$ cat src/sv/sbe_pkg.sv
// Shared types, opcodes and status codes of the stack bit expression evaluator.
package sbe_pkg;

  localparam int STACK_DEPTH_DEF = 16;
  localparam int PIN_SLOTS_DEF   = 16;
  localparam int CONST_SLOTS_DEF = 16;

  localparam int WORD_W  = 32;
  localparam int BYTE_W  = 8;
  localparam int POS_W   = 16;
  localparam int SLOT_W  = 4;
  localparam int COUNT_W = 5;
  localparam int STAT_W  = 3;
  localparam int OPER_W  = 2;
  localparam int CFG_IDX_W = 1;

  // item operations
  localparam logic [OPER_W-1:0] OPN_PIN   = 2'd0;
  localparam logic [OPER_W-1:0] OPN_CONST = 2'd1;
  localparam logic [OPER_W-1:0] OPN_CODE  = 2'd2;

  // configuration register indexes
  localparam logic [CFG_IDX_W-1:0] CFG_PIN_COUNT   = 1'd0;
  localparam logic [CFG_IDX_W-1:0] CFG_CONST_COUNT = 1'd1;

  // opcodes
  localparam logic [BYTE_W-1:0] OP_END    = 8'd0;
  localparam logic [BYTE_W-1:0] OP_DUP    = 8'd1;
  localparam logic [BYTE_W-1:0] OP_DROP   = 8'd2;
  localparam logic [BYTE_W-1:0] OP_SWAP   = 8'd3;
  localparam logic [BYTE_W-1:0] OP_IN     = 8'd4;
  localparam logic [BYTE_W-1:0] OP_K      = 8'd5;
  localparam logic [BYTE_W-1:0] OP_AND    = 8'd6;
  localparam logic [BYTE_W-1:0] OP_OR     = 8'd7;
  localparam logic [BYTE_W-1:0] OP_XOR    = 8'd8;
  localparam logic [BYTE_W-1:0] OP_SHL    = 8'd9;
  localparam logic [BYTE_W-1:0] OP_SHR    = 8'd10;
  localparam logic [BYTE_W-1:0] OP_SAR    = 8'd11;
  localparam logic [BYTE_W-1:0] OP_ROL    = 8'd12;
  localparam logic [BYTE_W-1:0] OP_ROR    = 8'd13;
  localparam logic [BYTE_W-1:0] OP_GET    = 8'd14;
  localparam logic [BYTE_W-1:0] OP_SET    = 8'd15;
  localparam logic [BYTE_W-1:0] OP_CLR    = 8'd16;
  localparam logic [BYTE_W-1:0] OP_TGL    = 8'd17;
  localparam logic [BYTE_W-1:0] OP_NOT    = 8'd18;
  localparam logic [BYTE_W-1:0] OP_POPCNT = 8'd19;
  localparam logic [BYTE_W-1:0] OP_CLZ    = 8'd20;
  localparam logic [BYTE_W-1:0] OP_CTZ    = 8'd21;
  localparam logic [BYTE_W-1:0] OP_BSWAP  = 8'd22;

  // status codes
  localparam logic [STAT_W-1:0] ST_OK      = 3'd0;
  localparam logic [STAT_W-1:0] ST_OPCODE  = 3'd1;
  localparam logic [STAT_W-1:0] ST_OPERAND = 3'd2;
  localparam logic [STAT_W-1:0] ST_UNDER   = 3'd3;
  localparam logic [STAT_W-1:0] ST_OVER    = 3'd4;
  localparam logic [STAT_W-1:0] ST_DEPTH   = 3'd5;

  typedef enum logic [2:0] {
    STK_HOLD,
    STK_PUSH,
    STK_POP,
    STK_SWAP,
    STK_REPL,
    STK_BIN
  } stk_cmd_e;

  typedef struct packed {
    stk_cmd_e            cmd;
    logic                clear;
    logic [WORD_W-1:0]   data;
  } stk_ctl_t;

endpackage

$ cat src/sv/sbe_if.sv
// Valid/ready channel interfaces for evaluator items and results.
interface sbe_in_if;
  logic        valid;
  logic        ready;
  logic [1:0]  operation;
  logic [3:0]  slot;
  logic [31:0] value;
  logic [7:0]  code_byte;
  logic        last;

  modport source (output valid, operation, slot, value, code_byte, last, input ready);
  modport sink   (input valid, operation, slot, value, code_byte, last, output ready);
endinterface

interface sbe_out_if;
  logic        valid;
  logic        ready;
  logic [31:0] result;
  logic [2:0]  status;
  logic [15:0] error_position;
  logic [7:0]  error_opcode;

  modport source (output valid, result, status, error_position, error_opcode, input ready);
  modport sink   (input valid, result, status, error_position, error_opcode, output ready);
endinterface

$ cat src/sv/sbe_slot_ram.sv
// Slot table memory for pin values or constants, one write and one registered read port.
module sbe_slot_ram import sbe_pkg::*; #(
  parameter int SLOTS = PIN_SLOTS_DEF
) (
  input  logic              clk_i,
  input  logic              we_i,
  input  logic [SLOT_W-1:0] waddr_i,
  input  logic [WORD_W-1:0] wdata_i,
  input  logic              re_i,
  input  logic [BYTE_W-1:0] raddr_i,
  output logic [WORD_W-1:0] rdata_o
);

  localparam int AW = (SLOTS > 1) ? $clog2(SLOTS) : 1;

  logic [WORD_W-1:0] mem [SLOTS];
  logic [AW-1:0]     wa;
  logic [AW-1:0]     ra;
  logic              wr_ok;

  assign wa    = AW'(waddr_i);
  assign ra    = AW'(raddr_i);
  assign wr_ok = 32'(waddr_i) < SLOTS;

  always_ff @(posedge clk_i) begin
    if (we_i && wr_ok) begin
      mem[wa] <= wdata_i;
    end
  end

  always_ff @(posedge clk_i) begin
    if (re_i) begin
      rdata_o <= mem[ra];
    end
  end

endmodule

$ cat src/sv/sbe_alu.sv
// Bit operation unit: binary operations on next and top, unary operations on top.
module sbe_alu import sbe_pkg::*; (
  input  logic [BYTE_W-1:0] op_i,
  input  logic [WORD_W-1:0] x_i,
  input  logic [WORD_W-1:0] y_i,
  output logic [WORD_W-1:0] res_o
);

  logic [4:0]        n;
  logic              sat;
  logic [WORD_W-1:0] bit_mask;
  logic [5:0]        lz;
  logic [5:0]        tz;

  assign n        = y_i[4:0];
  assign sat      = |y_i[WORD_W-1:5];
  assign bit_mask = WORD_W'(1) << n;

  always_comb begin
    lz = 6'd32;
    tz = 6'd32;
    for (int i = 0; i < WORD_W; i++) begin
      if (y_i[i]) begin
        lz = 6'(WORD_W - 1 - i);
      end
    end
    for (int i = WORD_W - 1; i >= 0; i--) begin
      if (y_i[i]) begin
        tz = 6'(i);
      end
    end
  end

  always_comb begin
    case (op_i)
      OP_AND:    res_o = x_i & y_i;
      OP_OR:     res_o = x_i | y_i;
      OP_XOR:    res_o = x_i ^ y_i;
      OP_SHL:    res_o = sat ? '0 : (x_i << n);
      OP_SHR:    res_o = sat ? '0 : (x_i >> n);
      OP_SAR:    res_o = WORD_W'($signed(x_i) >>> (sat ? 5'd31 : n));
      OP_ROL:    res_o = (x_i << n) | (x_i >> (6'd32 - {1'b0, n}));
      OP_ROR:    res_o = (x_i >> n) | (x_i << (6'd32 - {1'b0, n}));
      OP_GET:    res_o = WORD_W'((x_i >> n) & WORD_W'(1));
      OP_SET:    res_o = x_i | bit_mask;
      OP_CLR:    res_o = x_i & ~bit_mask;
      OP_TGL:    res_o = x_i ^ bit_mask;
      OP_NOT:    res_o = ~y_i;
      OP_POPCNT: res_o = WORD_W'($countones(y_i));
      OP_CLZ:    res_o = WORD_W'(lz);
      OP_CTZ:    res_o = WORD_W'(tz);
      OP_BSWAP:  res_o = {y_i[7:0], y_i[15:8], y_i[23:16], y_i[31:24]};
      default:   res_o = '0;
    endcase
  end

endmodule

$ cat src/sv/sbe_stack.sv
// Operand stack as a shift line with the top at entry zero, plus its depth counter.
module sbe_stack import sbe_pkg::*; #(
  parameter int DEPTH = STACK_DEPTH_DEF,
  localparam int DW = $clog2(DEPTH + 1)
) (
  input  logic              clk_i,
  input  logic              rst_ni,
  input  stk_ctl_t          ctl_i,
  output logic [WORD_W-1:0] top_o,
  output logic [WORD_W-1:0] next_o,
  output logic [DW-1:0]     depth_o,
  output logic [WORD_W-1:0] top_nx_o,
  output logic [DW-1:0]     depth_nx_o
);

  logic [WORD_W-1:0] stk_q [DEPTH];
  logic [WORD_W-1:0] stk_d [DEPTH];
  logic [DW-1:0]     depth_q;

  assign top_o   = stk_q[0];
  assign next_o  = stk_q[1];
  assign depth_o = depth_q;

  always_comb begin
    stk_d      = stk_q;
    depth_nx_o = depth_q;
    case (ctl_i.cmd)
      STK_PUSH: begin
        stk_d[0] = ctl_i.data;
        for (int i = 1; i < DEPTH; i++) begin
          stk_d[i] = stk_q[i-1];
        end
        depth_nx_o = depth_q + DW'(1);
      end
      STK_POP: begin
        for (int i = 0; i < DEPTH - 1; i++) begin
          stk_d[i] = stk_q[i+1];
        end
        depth_nx_o = depth_q - DW'(1);
      end
      STK_SWAP: begin
        stk_d[0] = stk_q[1];
        stk_d[1] = stk_q[0];
      end
      STK_REPL: begin
        stk_d[0] = ctl_i.data;
      end
      STK_BIN: begin
        stk_d[0] = ctl_i.data;
        for (int i = 1; i < DEPTH - 1; i++) begin
          stk_d[i] = stk_q[i+1];
        end
        depth_nx_o = depth_q - DW'(1);
      end
      default: begin
        stk_d = stk_q;
      end
    endcase
    top_nx_o = stk_d[0];
  end

  always_ff @(posedge clk_i) begin
    stk_q <= stk_d;
  end

  always_ff @(posedge clk_i or negedge rst_ni) begin
    if (!rst_ni) begin
      depth_q <= '0;
    end else if (ctl_i.clear) begin
      depth_q <= '0;
    end else begin
      depth_q <= depth_nx_o;
    end
  end

endmodule

$ cat src/sv/stack_bit_expression_evaluator.sv
// Stack bit expression evaluator top level: item register, decode and execute, result register.
// Takes one item per clock unless a last byte waits on a held result: slot writes for pins and
// constants, or one bytecode byte of a program. Each byte is decoded and executed from the item
// register, with the pin and constant tables read at the accept edge so their data is ready for
// it; a result is registered after the byte marked last and held until taken while the next
// program's bytes stream in. The user must write configuration through the plain write port
// while no transaction is in flight; the block does not enforce it. No clearing pass after reset.
module stack_bit_expression_evaluator import sbe_pkg::*; #(
  parameter int STACK_DEPTH = STACK_DEPTH_DEF,
  parameter int PIN_SLOTS   = PIN_SLOTS_DEF,
  parameter int CONST_SLOTS = CONST_SLOTS_DEF
) (
  input  logic                 clk_i,
  input  logic                 rst_ni,
  input  logic                 cfg_we_i,
  input  logic [CFG_IDX_W-1:0] cfg_idx_i,
  input  logic [COUNT_W-1:0]   cfg_wdata_i,
  sbe_in_if.sink               in_ch,
  sbe_out_if.source            out_ch
);

  localparam int DW = $clog2(STACK_DEPTH + 1);

  logic [COUNT_W-1:0] pin_cnt_q;
  logic [COUNT_W-1:0] const_cnt_q;

  logic               in_fire;
  logic               ex_valid_q;
  logic [OPER_W-1:0]  ex_oper_q;
  logic [BYTE_W-1:0]  ex_byte_q;
  logic               ex_last_q;
  logic [WORD_W-1:0]  pin_rd;
  logic [WORD_W-1:0]  const_rd;
  logic               produce;
  logic               out_free;
  logic               ex_go;
  logic               code_go;

  logic [POS_W-1:0]   pos_q, pos_d;
  logic               await_q, await_d;
  logic               pendk_q, pendk_d;
  logic               ended_q, ended_d;
  logic [STAT_W-1:0]  err_q, err_d;
  logic [POS_W-1:0]   errpos_q, errpos_d;
  logic [BYTE_W-1:0]  errop_q, errop_d;

  logic [STAT_W-1:0]  fin_err;
  logic [POS_W-1:0]   fin_pos;
  logic [BYTE_W-1:0]  fin_op;

  logic               out_valid_q;
  logic [WORD_W-1:0]  out_res_q, out_res_d;
  logic [STAT_W-1:0]  out_stat_q, out_stat_d;
  logic [POS_W-1:0]   out_pos_q, out_pos_d;
  logic [BYTE_W-1:0]  out_op_q, out_op_d;

  stk_ctl_t           stk_ctl;
  logic [WORD_W-1:0]  stk_top;
  logic [WORD_W-1:0]  stk_next;
  logic [DW-1:0]      stk_depth;
  logic [WORD_W-1:0]  stk_top_nx;
  logic [DW-1:0]      stk_depth_nx;
  logic [WORD_W-1:0]  alu_res;

  logic               active;
  logic               full;
  logic               idx_ok;
  logic [BYTE_W-1:0]  pend_op;
  logic               is_bin;
  logic               need_two;

  assign in_fire  = in_ch.valid && in_ch.ready;
  assign produce  = ex_valid_q && (ex_oper_q == OPN_CODE) && ex_last_q;
  assign out_free = !out_valid_q || out_ch.ready;
  assign ex_go    = ex_valid_q && (!produce || out_free);
  assign code_go  = ex_go && (ex_oper_q == OPN_CODE);
  assign in_ch.ready = !ex_valid_q || ex_go;

  always_ff @(posedge clk_i or negedge rst_ni) begin
    if (!rst_ni) begin
      pin_cnt_q   <= '0;
      const_cnt_q <= '0;
    end else if (cfg_we_i) begin
      case (cfg_idx_i)
        CFG_PIN_COUNT:   pin_cnt_q   <= cfg_wdata_i;
        CFG_CONST_COUNT: const_cnt_q <= cfg_wdata_i;
        default: begin
          pin_cnt_q <= pin_cnt_q;
        end
      endcase
    end
  end

  sbe_slot_ram #(.SLOTS(PIN_SLOTS)) u_pin_ram (
    .clk_i   (clk_i),
    .we_i    (in_fire && (in_ch.operation == OPN_PIN)),
    .waddr_i (in_ch.slot),
    .wdata_i (in_ch.value),
    .re_i    (in_fire),
    .raddr_i (in_ch.code_byte),
    .rdata_o (pin_rd)
  );

  sbe_slot_ram #(.SLOTS(CONST_SLOTS)) u_const_ram (
    .clk_i   (clk_i),
    .we_i    (in_fire && (in_ch.operation == OPN_CONST)),
    .waddr_i (in_ch.slot),
    .wdata_i (in_ch.value),
    .re_i    (in_fire),
    .raddr_i (in_ch.code_byte),
    .rdata_o (const_rd)
  );

  always_ff @(posedge clk_i or negedge rst_ni) begin
    if (!rst_ni) begin
      ex_valid_q <= 1'b0;
    end else if (in_ch.ready) begin
      ex_valid_q <= in_ch.valid;
    end
  end

  always_ff @(posedge clk_i) begin
    if (in_fire) begin
      ex_oper_q <= in_ch.operation;
      ex_byte_q <= in_ch.code_byte;
      ex_last_q <= in_ch.last;
    end
  end

  sbe_stack #(.DEPTH(STACK_DEPTH)) u_stack (
    .clk_i      (clk_i),
    .rst_ni     (rst_ni),
    .ctl_i      (stk_ctl),
    .top_o      (stk_top),
    .next_o     (stk_next),
    .depth_o    (stk_depth),
    .top_nx_o   (stk_top_nx),
    .depth_nx_o (stk_depth_nx)
  );

  sbe_alu u_alu (
    .op_i  (ex_byte_q),
    .x_i   (stk_next),
    .y_i   (stk_top),
    .res_o (alu_res)
  );

  assign active   = !ended_q && (err_q == ST_OK);
  assign full     = stk_depth >= DW'(STACK_DEPTH);
  assign pend_op  = pendk_q ? OP_K : OP_IN;
  assign is_bin   = (ex_byte_q >= OP_AND) && (ex_byte_q <= OP_TGL);
  assign need_two = is_bin || (ex_byte_q == OP_SWAP);
  assign idx_ok   = pendk_q ?
                    ((ex_byte_q < BYTE_W'(const_cnt_q)) && (32'(ex_byte_q) < CONST_SLOTS)) :
                    ((ex_byte_q < BYTE_W'(pin_cnt_q)) && (32'(ex_byte_q) < PIN_SLOTS));

  always_comb begin
    stk_ctl.cmd   = STK_HOLD;
    stk_ctl.clear = 1'b0;
    stk_ctl.data  = alu_res;
    pos_d    = pos_q;
    await_d  = await_q;
    pendk_d  = pendk_q;
    ended_d  = ended_q;
    err_d    = err_q;
    errpos_d = errpos_q;
    errop_d  = errop_q;
    fin_err  = ST_OK;
    fin_pos  = '0;
    fin_op   = OP_END;
    if (code_go) begin
      pos_d = pos_q + POS_W'(1);
      if (active) begin
        if (await_q) begin
          await_d = 1'b0;
          if (!idx_ok) begin
            err_d    = ST_OPERAND;
            errpos_d = pos_q - POS_W'(1);
            errop_d  = pend_op;
          end else if (full) begin
            err_d    = ST_OVER;
            errpos_d = pos_q - POS_W'(1);
            errop_d  = pend_op;
          end else begin
            stk_ctl.cmd  = STK_PUSH;
            stk_ctl.data = pendk_q ? const_rd : pin_rd;
          end
        end else if (ex_byte_q == OP_END) begin
          ended_d = 1'b1;
        end else if ((ex_byte_q == OP_IN) || (ex_byte_q == OP_K)) begin
          await_d = 1'b1;
          pendk_d = (ex_byte_q == OP_K);
        end else if (ex_byte_q > OP_BSWAP) begin
          err_d    = ST_OPCODE;
          errpos_d = pos_q;
          errop_d  = ex_byte_q;
        end else if (stk_depth < (need_two ? DW'(2) : DW'(1))) begin
          err_d    = ST_UNDER;
          errpos_d = pos_q;
          errop_d  = ex_byte_q;
        end else begin
          case (ex_byte_q)
            OP_DUP: begin
              if (full) begin
                err_d    = ST_OVER;
                errpos_d = pos_q;
                errop_d  = ex_byte_q;
              end else begin
                stk_ctl.cmd  = STK_PUSH;
                stk_ctl.data = stk_top;
              end
            end
            OP_DROP: stk_ctl.cmd = STK_POP;
            OP_SWAP: stk_ctl.cmd = STK_SWAP;
            default: stk_ctl.cmd = is_bin ? STK_BIN : STK_REPL;
          endcase
        end
      end
      if (ex_last_q) begin
        if (await_d && (err_d == ST_OK)) begin
          err_d    = ST_OPERAND;
          errpos_d = pos_q;
          errop_d  = pendk_d ? OP_K : OP_IN;
        end
        fin_err = err_d;
        fin_pos = errpos_d;
        fin_op  = errop_d;
        stk_ctl.clear = 1'b1;
        pos_d    = '0;
        await_d  = 1'b0;
        pendk_d  = 1'b0;
        ended_d  = 1'b0;
        err_d    = ST_OK;
        errpos_d = '0;
        errop_d  = OP_END;
      end
    end
  end

  always_comb begin
    out_res_d  = '0;
    out_stat_d = fin_err;
    out_pos_d  = fin_pos;
    out_op_d   = fin_op;
    if (fin_err == ST_OK) begin
      if (stk_depth_nx != DW'(1)) begin
        out_stat_d = ST_DEPTH;
        out_pos_d  = pos_q + POS_W'(1);
        out_op_d   = OP_END;
      end else begin
        out_res_d = stk_top_nx;
        out_pos_d = '0;
        out_op_d  = OP_END;
      end
    end
  end

  always_ff @(posedge clk_i or negedge rst_ni) begin
    if (!rst_ni) begin
      pos_q    <= '0;
      await_q  <= 1'b0;
      pendk_q  <= 1'b0;
      ended_q  <= 1'b0;
      err_q    <= ST_OK;
      errpos_q <= '0;
      errop_q  <= OP_END;
    end else begin
      pos_q    <= pos_d;
      await_q  <= await_d;
      pendk_q  <= pendk_d;
      ended_q  <= ended_d;
      err_q    <= err_d;
      errpos_q <= errpos_d;
      errop_q  <= errop_d;
    end
  end

  always_ff @(posedge clk_i or negedge rst_ni) begin
    if (!rst_ni) begin
      out_valid_q <= 1'b0;
    end else if (ex_go && produce) begin
      out_valid_q <= 1'b1;
    end else if (out_ch.ready) begin
      out_valid_q <= 1'b0;
    end
  end

  always_ff @(posedge clk_i) begin
    if (ex_go && produce) begin
      out_res_q  <= out_res_d;
      out_stat_q <= out_stat_d;
      out_pos_q  <= out_pos_d;
      out_op_q   <= out_op_d;
    end
  end

  assign out_ch.valid          = out_valid_q;
  assign out_ch.result         = out_res_q;
  assign out_ch.status         = out_stat_q;
  assign out_ch.error_position = out_pos_q;
  assign out_ch.error_opcode   = out_op_q;

  a_end_clears: assert property (@(posedge clk_i) disable iff (!rst_ni)
    ex_go && produce |=> (err_q == ST_OK) && (pos_q == '0) && !await_q && (stk_depth == '0))
    else $error("program state not cleared after result");

  a_ok_no_pos: assert property (@(posedge clk_i) disable iff (!rst_ni)
    out_valid_q && (out_stat_q == ST_OK) |-> (out_pos_q == '0) && (out_op_q == OP_END))
    else $error("good result carries error fields");

  a_depth_bound: assert property (@(posedge clk_i) disable iff (!rst_ni)
    stk_depth <= DW'(STACK_DEPTH))
    else $error("stack depth beyond capacity");

  a_end_no_await: assert property (@(posedge clk_i) disable iff (!rst_ni)
    !(ended_q && await_q))
    else $error("operand pending after END");

endmodule
$ cat src/flat_wrapper.sv
// flat-port wrapper written by rule: the top's interface ports become plain ports
module stack_bit_expression_evaluator_flat import sbe_pkg::*;
#(
  parameter int STACK_DEPTH = STACK_DEPTH_DEF,
  parameter int PIN_SLOTS   = PIN_SLOTS_DEF,
  parameter int CONST_SLOTS = CONST_SLOTS_DEF
)
  (clk_i, rst_ni, cfg_we_i, cfg_idx_i, cfg_wdata_i, in_ch_valid, in_ch_operation, in_ch_slot, in_ch_value, in_ch_code_byte, in_ch_last, in_ch_ready, out_ch_valid, out_ch_result, out_ch_status, out_ch_error_position, out_ch_error_opcode, out_ch_ready);
  sbe_in_if in_ch_i ();
  sbe_out_if out_ch_i ();
  input  logic clk_i;
  input  logic rst_ni;
  input  logic cfg_we_i;
  input  logic [CFG_IDX_W-1:0] cfg_idx_i;
  input  logic [COUNT_W-1:0] cfg_wdata_i;
  input wire logic [$bits(in_ch_i.valid)-1:0] in_ch_valid;
  input wire logic [$bits(in_ch_i.operation)-1:0] in_ch_operation;
  input wire logic [$bits(in_ch_i.slot)-1:0] in_ch_slot;
  input wire logic [$bits(in_ch_i.value)-1:0] in_ch_value;
  input wire logic [$bits(in_ch_i.code_byte)-1:0] in_ch_code_byte;
  input wire logic [$bits(in_ch_i.last)-1:0] in_ch_last;
  output wire logic [$bits(in_ch_i.ready)-1:0] in_ch_ready;
  output wire logic [$bits(out_ch_i.valid)-1:0] out_ch_valid;
  output wire logic [$bits(out_ch_i.result)-1:0] out_ch_result;
  output wire logic [$bits(out_ch_i.status)-1:0] out_ch_status;
  output wire logic [$bits(out_ch_i.error_position)-1:0] out_ch_error_position;
  output wire logic [$bits(out_ch_i.error_opcode)-1:0] out_ch_error_opcode;
  input wire logic [$bits(out_ch_i.ready)-1:0] out_ch_ready;
  assign in_ch_i.valid = in_ch_valid;
  assign in_ch_i.operation = in_ch_operation;
  assign in_ch_i.slot = in_ch_slot;
  assign in_ch_i.value = in_ch_value;
  assign in_ch_i.code_byte = in_ch_code_byte;
  assign in_ch_i.last = in_ch_last;
  assign in_ch_ready = in_ch_i.ready;
  assign out_ch_valid = out_ch_i.valid;
  assign out_ch_result = out_ch_i.result;
  assign out_ch_status = out_ch_i.status;
  assign out_ch_error_position = out_ch_i.error_position;
  assign out_ch_error_opcode = out_ch_i.error_opcode;
  assign out_ch_i.ready = out_ch_ready;
  stack_bit_expression_evaluator #(.STACK_DEPTH(STACK_DEPTH), .PIN_SLOTS(PIN_SLOTS), .CONST_SLOTS(CONST_SLOTS)) u_core (.clk_i(clk_i), .rst_ni(rst_ni), .cfg_we_i(cfg_we_i), .cfg_idx_i(cfg_idx_i), .cfg_wdata_i(cfg_wdata_i), .in_ch(in_ch_i), .out_ch(out_ch_i));
endmodule
$ cat config.mk
export PLATFORM = sky130hd
export DESIGN_NAME = stack_bit_expression_evaluator_flat
export DESIGN_NICKNAME = d
export VERILOG_FILES = /design/src/sv/sbe_pkg.sv /design/src/sv/sbe_if.sv /design/src/sv/sbe_slot_ram.sv /design/src/sv/sbe_alu.sv /design/src/sv/sbe_stack.sv /design/src/sv/stack_bit_expression_evaluator.sv /design/src/flat_wrapper.sv
export SDC_FILE = /design/constraint.sdc
export NUM_CORES = 2
export LEC_CHECK = 0
export BUFFER_PORTS_ARGS = -buffer_cell sky130_fd_sc_hd__clkbuf_2
export CORE_MARGIN = 2
export CORE_UTILIZATION = 40
export DETAILED_ROUTE_END_ITERATION = 8
export HOLD_SLACK_MARGIN = 0.02
export SYNTH_ARGS = -nofsm -noshare
export SYNTH_HDL_FRONTEND = slang
export SYNTH_SLANG_ARGS = --single-unit
$ cat constraint.sdc
create_clock -name clk_i -period 44.2 [get_ports clk_i]
set_input_delay 8.84 -clock clk_i [delete_from_list [all_inputs] [get_ports clk_i]]
set_output_delay 8.84 -clock clk_i [all_outputs]
set_load 0.1 [all_outputs]
After elaboration in Yosys (flattened, before gate mapping) --
Memory sizes are Yosys's and may differ from the RTL's. A register that Yosys moved wholly into a read port is not among the register bits. Cells that the tools add are included.
Storage, ports and cells: register bits 645, RAM bits 1024, output and inout port bits 61, word-level logic and storage cells 341, memories kept 2
Memories:
- u_core.u_const_ram.mem | depth 16, bits a word 32, rd ports 1, clocked after memory_dff 1, wr ports 1, RTL line sbe_slot_ram.sv:16 | logic [WORD_W-1:0] mem [SLOTS];
- u_core.u_pin_ram.mem | depth 16, bits a word 32, rd ports 1, clocked after memory_dff 1, wr ports 1, RTL line sbe_slot_ram.sv:16
Operators by class: add/subtract/negate cells 36, order comparisons 8, equal/unequal tests 31, shift operators 6, multiplexer cells 167, bitwise operators 14, reductions and logical operators 42
Operator list (number):
- case mux 416 bit (2 select lines) | 1
- case mux 32 bit (17 select lines) | 1
- two-way mux 32 bit | 13
- two-way mux 6 bit | 64
- two-way mux 16 bit | 17
- bitwise OR 32 bit | 4
- case mux 32 bit (2 select lines) | 2
- two-way mux 8 bit | 12
- two-way mux 3 bit | 23
- bitwise AND 32 bit | 2
- equality test 8 x 4 -> 1 bit, second input constant | 8
- NOT 32 bit | 2
- XOR 32 bit | 2
- equality test 8 x 5 -> 1 bit, second input constant | 7
- two-way mux 36 bit | 1
- adder 1 x 1 -> 2 bit | 16
- equality test 8 x 3 -> 1 bit, second input constant | 4
- << shifter 1 x 5 -> 32 bit, first input constant | 1
- << shifter 32 x 5 -> 32 bit | 1
- << shifter 32 x 6 -> 32 bit | 1
- right shift 32 x 5 -> 32 bit | 1
- right shift 32 x 6 -> 32 bit | 1
- >>> shifter 32 x 5 -> 32 bit | 1
- two-way mux 1 bit | 28
- other kinds (42) | 91

Depth between registers and ports, before layout --
depth in word-level cells 48, gate-level depth with buffers 26, depth with buffers taken out 21

Cells and area by module --
A second synthesis with hierarchy kept.
Second synthesis, totals: cell total of the unflattened synthesis 6984, area, all modules 86141.4 µm²
Modules (own cells, without submodules):
- sbe_slot_ram | times used 2, cells an instance 838, area an instance 20155.6 µm²
- sbe_stack | times used 1, cells an instance 2253, area an instance 23149.7 µm²
- sbe_alu | times used 1, cells an instance 2139, area an instance 14447.6 µm²
- stack_bit_expression_evaluator | times used 1, cells an instance 916, area an instance 8232.9 µm²

Worst setup path before layout --
OpenSTA, ideal clock, no wires.
path kind input to register, from input port out_ch_ready, to register u_core.u_stack.stk_q[100] (netlist bit), enable pin, arrival 30716 ps, required time 42781 ps, setup slack 12065 ps, stages on the path 6, path buffers 1, cell sequence nor2b_1 > a21o_1 > clkbuf_1 > nor4_1 > nand2_1 > a32oi_1
On the way: cells in the longest elaborated chain, start to end 8
Ends and longest elaborated chain:
- start: declaration | RTL line flat_wrapper.sv:28 | input wire logic [$bits(out_ch_i.ready)-1:0] out_ch_ready;
- logical OR 1 bit * | RTL line stack_bit_expression_evaluator.sv:74 | assign out_free = !out_valid_q || out_ch.ready;
- logical OR 1 bit * | RTL line stack_bit_expression_evaluator.sv:75 | assign ex_go = ex_valid_q && (!produce || out_free);
- logical AND 1 bit * | RTL line stack_bit_expression_evaluator.sv:75
- logical AND 1 bit * | RTL line stack_bit_expression_evaluator.sv:76 | assign code_go = ex_go && (ex_oper_q == OPN_CODE);
- two-way mux 36 bit * | RTL line stack_bit_expression_evaluator.sv:171 | if (code_go) begin
- equality test 3 bit / equality test 3 x 2 -> 1 bit (equally long branches) | RTL line sbe_stack.sv:27 | case (ctl_i.cmd)
- OR reduction 2 bit (no source line)
- nonzero test 2 bit (no source line) *
- end signal: assignment | RTL line sbe_stack.sv:63 | stk_q <= stk_d;
- end: declaration | RTL line sbe_stack.sv:16 | logic [WORD_W-1:0] stk_q [DEPTH];
Every way passes the cells marked *; elsewhere a longest branch is shown, timed or not. A chain may end at the register's enable or synchronous reset.

Final worst setup path --
from input port out_ch_ready, to output port in_ch_ready
On the way: cells in the longest elaborated chain, start to end 4
Ends and longest elaborated chain:
- logical OR 1 bit | RTL line stack_bit_expression_evaluator.sv:74
- logical OR 1 bit | RTL line stack_bit_expression_evaluator.sv:75
- logical AND 1 bit | RTL line stack_bit_expression_evaluator.sv:75
- logical OR 1 bit | RTL line stack_bit_expression_evaluator.sv:77 | assign in_ch.ready = !ex_valid_q || ex_go;
- end: declaration | RTL line flat_wrapper.sv:22 | output wire logic [$bits(in_ch_i.ready)-1:0] in_ch_ready;
Every way passes these cells.

==> run metrics <==
status=finished, final reports clean; IO Port Bufs=118; synthesized instance count=between 6000 and 7000; CTS Root Cell=clkbuf_16; core region area=around 0.21 mm^2; startpoint class of the critical path=input port; Setup-failing EPs final=0; delay-heaviest family, CP=buffers and inverters; most common cell after layout, fill and taps aside=edfxtp_1; Max-slew headroom=0.1005; Num CTS Buffers=~180; CP cell instances=clkbuf_2 -> or3b_2 -> clkbuf_2; fmax=53.69 MHz; initial antenna violation count=just over 40; CTS Sinks=1733; DP Cell Count=slightly above 9000; Synth Cell Area=between 0.08 and 0.09 mm^2; Top cell by count, worst path=clkbuf_2; vias in the first global route=between 50000 and 60000; Final Non-Filler Cells=~9500; worst min-delay path class=reg -> reg; CTS tree=done; max incr delay on CP=0.47 ns; routed wire length=approximately 310 mm; Synth area leader=edfxtp_1; Synth Flop Type=edfxtp_1; DP HPWL=slightly below 200 mm; Routed wire per std cell=approximately 33 um; vias=between 60000 and 70000; Worst-Skew Late Latency=slightly above 0.8 ns; Die Ht=~470 um; post-CTS sizing=0; Crit. End Element=output pin; asr flop ratio synth=0.03635; Area after DPL=0.08950 mm^2; drt pass-1 iters=6; ranking of synthesized cells by area=edfxtp_1 (58%), mux4_2 (12%), nand2_1 (6.8%); I/O pin count=119; initial core utilization=0.4018; most frequent cells in the layout=edfxtp_1 (1638), nand2_1 (1539), mux4_2 (445), buf_4 (248), nor2_1 (244); Leakage=32.68 nW; Slew Limit Fails=0; CTS max path bufs=3; Worst-Margin Slew=between 1 and 1.5 ns; GRT Util Overall=0.2841; synth unique cells=109; GPL Wtd Cong=about 1.0; syn nets=about 6700; WS Path Type=in -> out; # Max-Cap Violations=0; # DRC=0; cell area after layout=0.09523 mm^2; final hold vios=0; DRT iter0 DRCs=between 8000 and 9000; mean post-synth cell area=between 10 and 15 um^2; area grow syn2layout=11.86%; number of flops mapped to enable cells by yosys=1638; TNS Setup=0 ns; share of cells above drive strength 1=0.1867; Die Area=approximately 0.22 mm^2; Slowest cell on crit path=or3b_2; GRT overflow=0; Seq/Total Area, Yosys=0.6038; Hold Buf Count CTS=0; Final nets=6667; largest net degree at the start of global routing=210; FF+latch count, synth=1733; Data arrival, critical path=slightly below 10 ns; VDD IR max=around 0.000038 V; critical path fanouts, max=3; H-Tree Depth=4; number of fill cells=roughly 19000; YS warnings=0; worst path bufs/invs=2; Yosys top cell area share=0.5778; row count=between 150 and 200; PwrDens=between 30 and 40 mW/mm^2; Layout Skew=approximately 0.079 ns; minimum clock period=about 19 ns; RSZ-0062 raised after global routing=false; final worst path period share=0.4214; via-per-instance ratio=about 6.3; Reg clk slew, reported paths=0.06 ns; post-route ant nets=0; CP required=~35 ns; Die W=roughly 470 um; first-pass GRT wire length=around 440 mm; Setup Buffers After CTS=0
## sequential cells by signal, summed over array words and instances (netlist names), 2 cells and up
signal and flops:
u_core.u_const_ram.mem 512, u_core.u_pin_ram.mem 512, u_core.u_stack.stk_q 448, u_core.out_ch.result 32, u_core.u_const_ram.rdata_o 32, u_core.u_pin_ram.rdata_o 32
u_core.u_stack.next_o 32, u_core.u_stack.top_o 32, u_core.errpos_q 16, u_core.out_ch.error_position 16, u_core.pos_q 16, u_core.errop_q 8
u_core.ex_byte_q 8, u_core.out_ch.error_opcode 8, u_core.const_cnt_q 5, u_core.pin_cnt_q 5, u_core.u_stack.depth_o 5, u_core.err_q 3
u_core.out_ch.status 3, u_core.ex_oper_q 2
## area by class of cell
type                            instances  area (um^2)  share of cell area
Inverter                               91        345.3            0.003626
Clock buffer                          225         4679             0.04914
Multi-Input combinational cell       4188        31700              0.3329
Antenna cell                           21        52.55           0.0005518
Tap cell                             2821         3530             0.03707
Sequential cell                      1733        51420              0.5400
Clock inverter                         99        998.5             0.01049
Timing Repair Buffer                  366         2502             0.02628
## worst register-to-register path: stages (launching register included)
cell and delay, ns:
edfxtp_1 0.35, buf_4 0.23, nor4b_4 1.13, nand2_2 0.37
and3_1 0.29, ha_1 0.27, nor2_1 0.07, a41oi_4 0.35
nand3_1 0.41, nor2_1 0.40, a21o_4 0.60, buf_4 0.78
buf_4 0.91, buf_4 0.87, buf_4 1.08, nand2_1 0.20
nand2_1 0.11
## cell families (layout without fill, tap and decap cells)
group / Yosys count / count (layout) / share of synthesized area
other: 0 / 21 / 0
and+or+nand+nor: 2334 / 2334 / 0.1179
buffers and inverters: 637 / 781 / 0.02870
adders and majority gates: 53 / 53 / 0.009994
xor gates and xnor gates: 35 / 35 / 0.003601
AOI/OAI and AO/OA: 1034 / 1034 / 0.08333
muxes: 732 / 732 / 0.1527
DFF: 1733 / 1733 / 0.6038
## metal layers
| metal | wire length, um | share of wire | track usage | vias to the layer above |
|---|---|---|---|---|
| met5 | 166 | 0.00053 | 0 | - |
| met4 | 18540 | 0.059 | 0.1536 | 24 |
| met3 | 28740 | 0.092 | 0.06963 | 822 |
| met2 | 142900 | 0.46 | 0.4384 | 3372 |
| met1 | 123400 | 0.39 | 0.3700 | 30850 |
| li1 | - | - | - | 25020 |
## Yosys cell counts (17+ instances only)
cell type  number
a221oi_1       37
dfxtp_1        32
nor3_1        109
a211oi_1       67
a21o_1         19
a22oi_1        23
or4_1          17
fa_1           25
nand3_1       112
nor4_1         34
nor2_1        273
o21ai_0       236
o211ai_1       51
a21oi_1       190
edfxtp_1     1638
inv_1          85
buf_2          42
and2_1         36
mux2_2         79
o31ai_1        33
mux4_2        445
nand2_1      1540
clkbuf_1      437
a211o_1        19
a22o_1         21
nor2b_1        19
o22ai_1        53
nand4_1        25
nand2b_1       30
buf_1          67
xnor2_1        21
mux2i_1       206
a31oi_1        30
o221ai_1       33
ha_1           28
dfrtp_1        63
and3_1         37
## final timing paths
kind,to,cells after the start,slack [ns],start
min reg2reg,u_core.u_stack.stk_q[20],0,0.41,u_core.u_stack.stk_q[52]
min in group asynchronous,u_core.pin_cnt_q[0],2,8.24,rst_ni
max,in_ch_ready,3,25.58,out_ch_ready
max reg2reg,u_core.u_stack.stk_q[303],16,35.59,u_core.ex_byte_q[5]
max in group asynchronous,u_core.pendk_q,2,35.31,rst_ni
min,u_core.u_stack.stk_q[20],0,0.41,u_core.u_stack.stk_q[52]
## metrics by stage
step                hold WS, ns  power (mW)  utilization  worst slack [ns]
floorplan                0.4262       2.071            -             12.06
global placement         0.4294       2.198       0.4224             25.58
detailed placement       0.4326       2.202       0.4224             25.58
CTS                      0.4067       3.664       0.4492             25.58
global route             0.4175       3.752       0.4493             25.56
finish                   0.4133       3.641       0.4494             25.58
## power breakdown
group | switching, mW | internal [mW] | leakage [nW] | total (mW)
Sequential | 0.0161 | 1.81 | 15.9 | 1.83
Combinational | 0.229 | 0.119 | 14.1 | 0.348
Clock | 0.645 | 0.820 | 2.74 | 1.46
No activity file was read; power rests on OpenSTA's default activity.
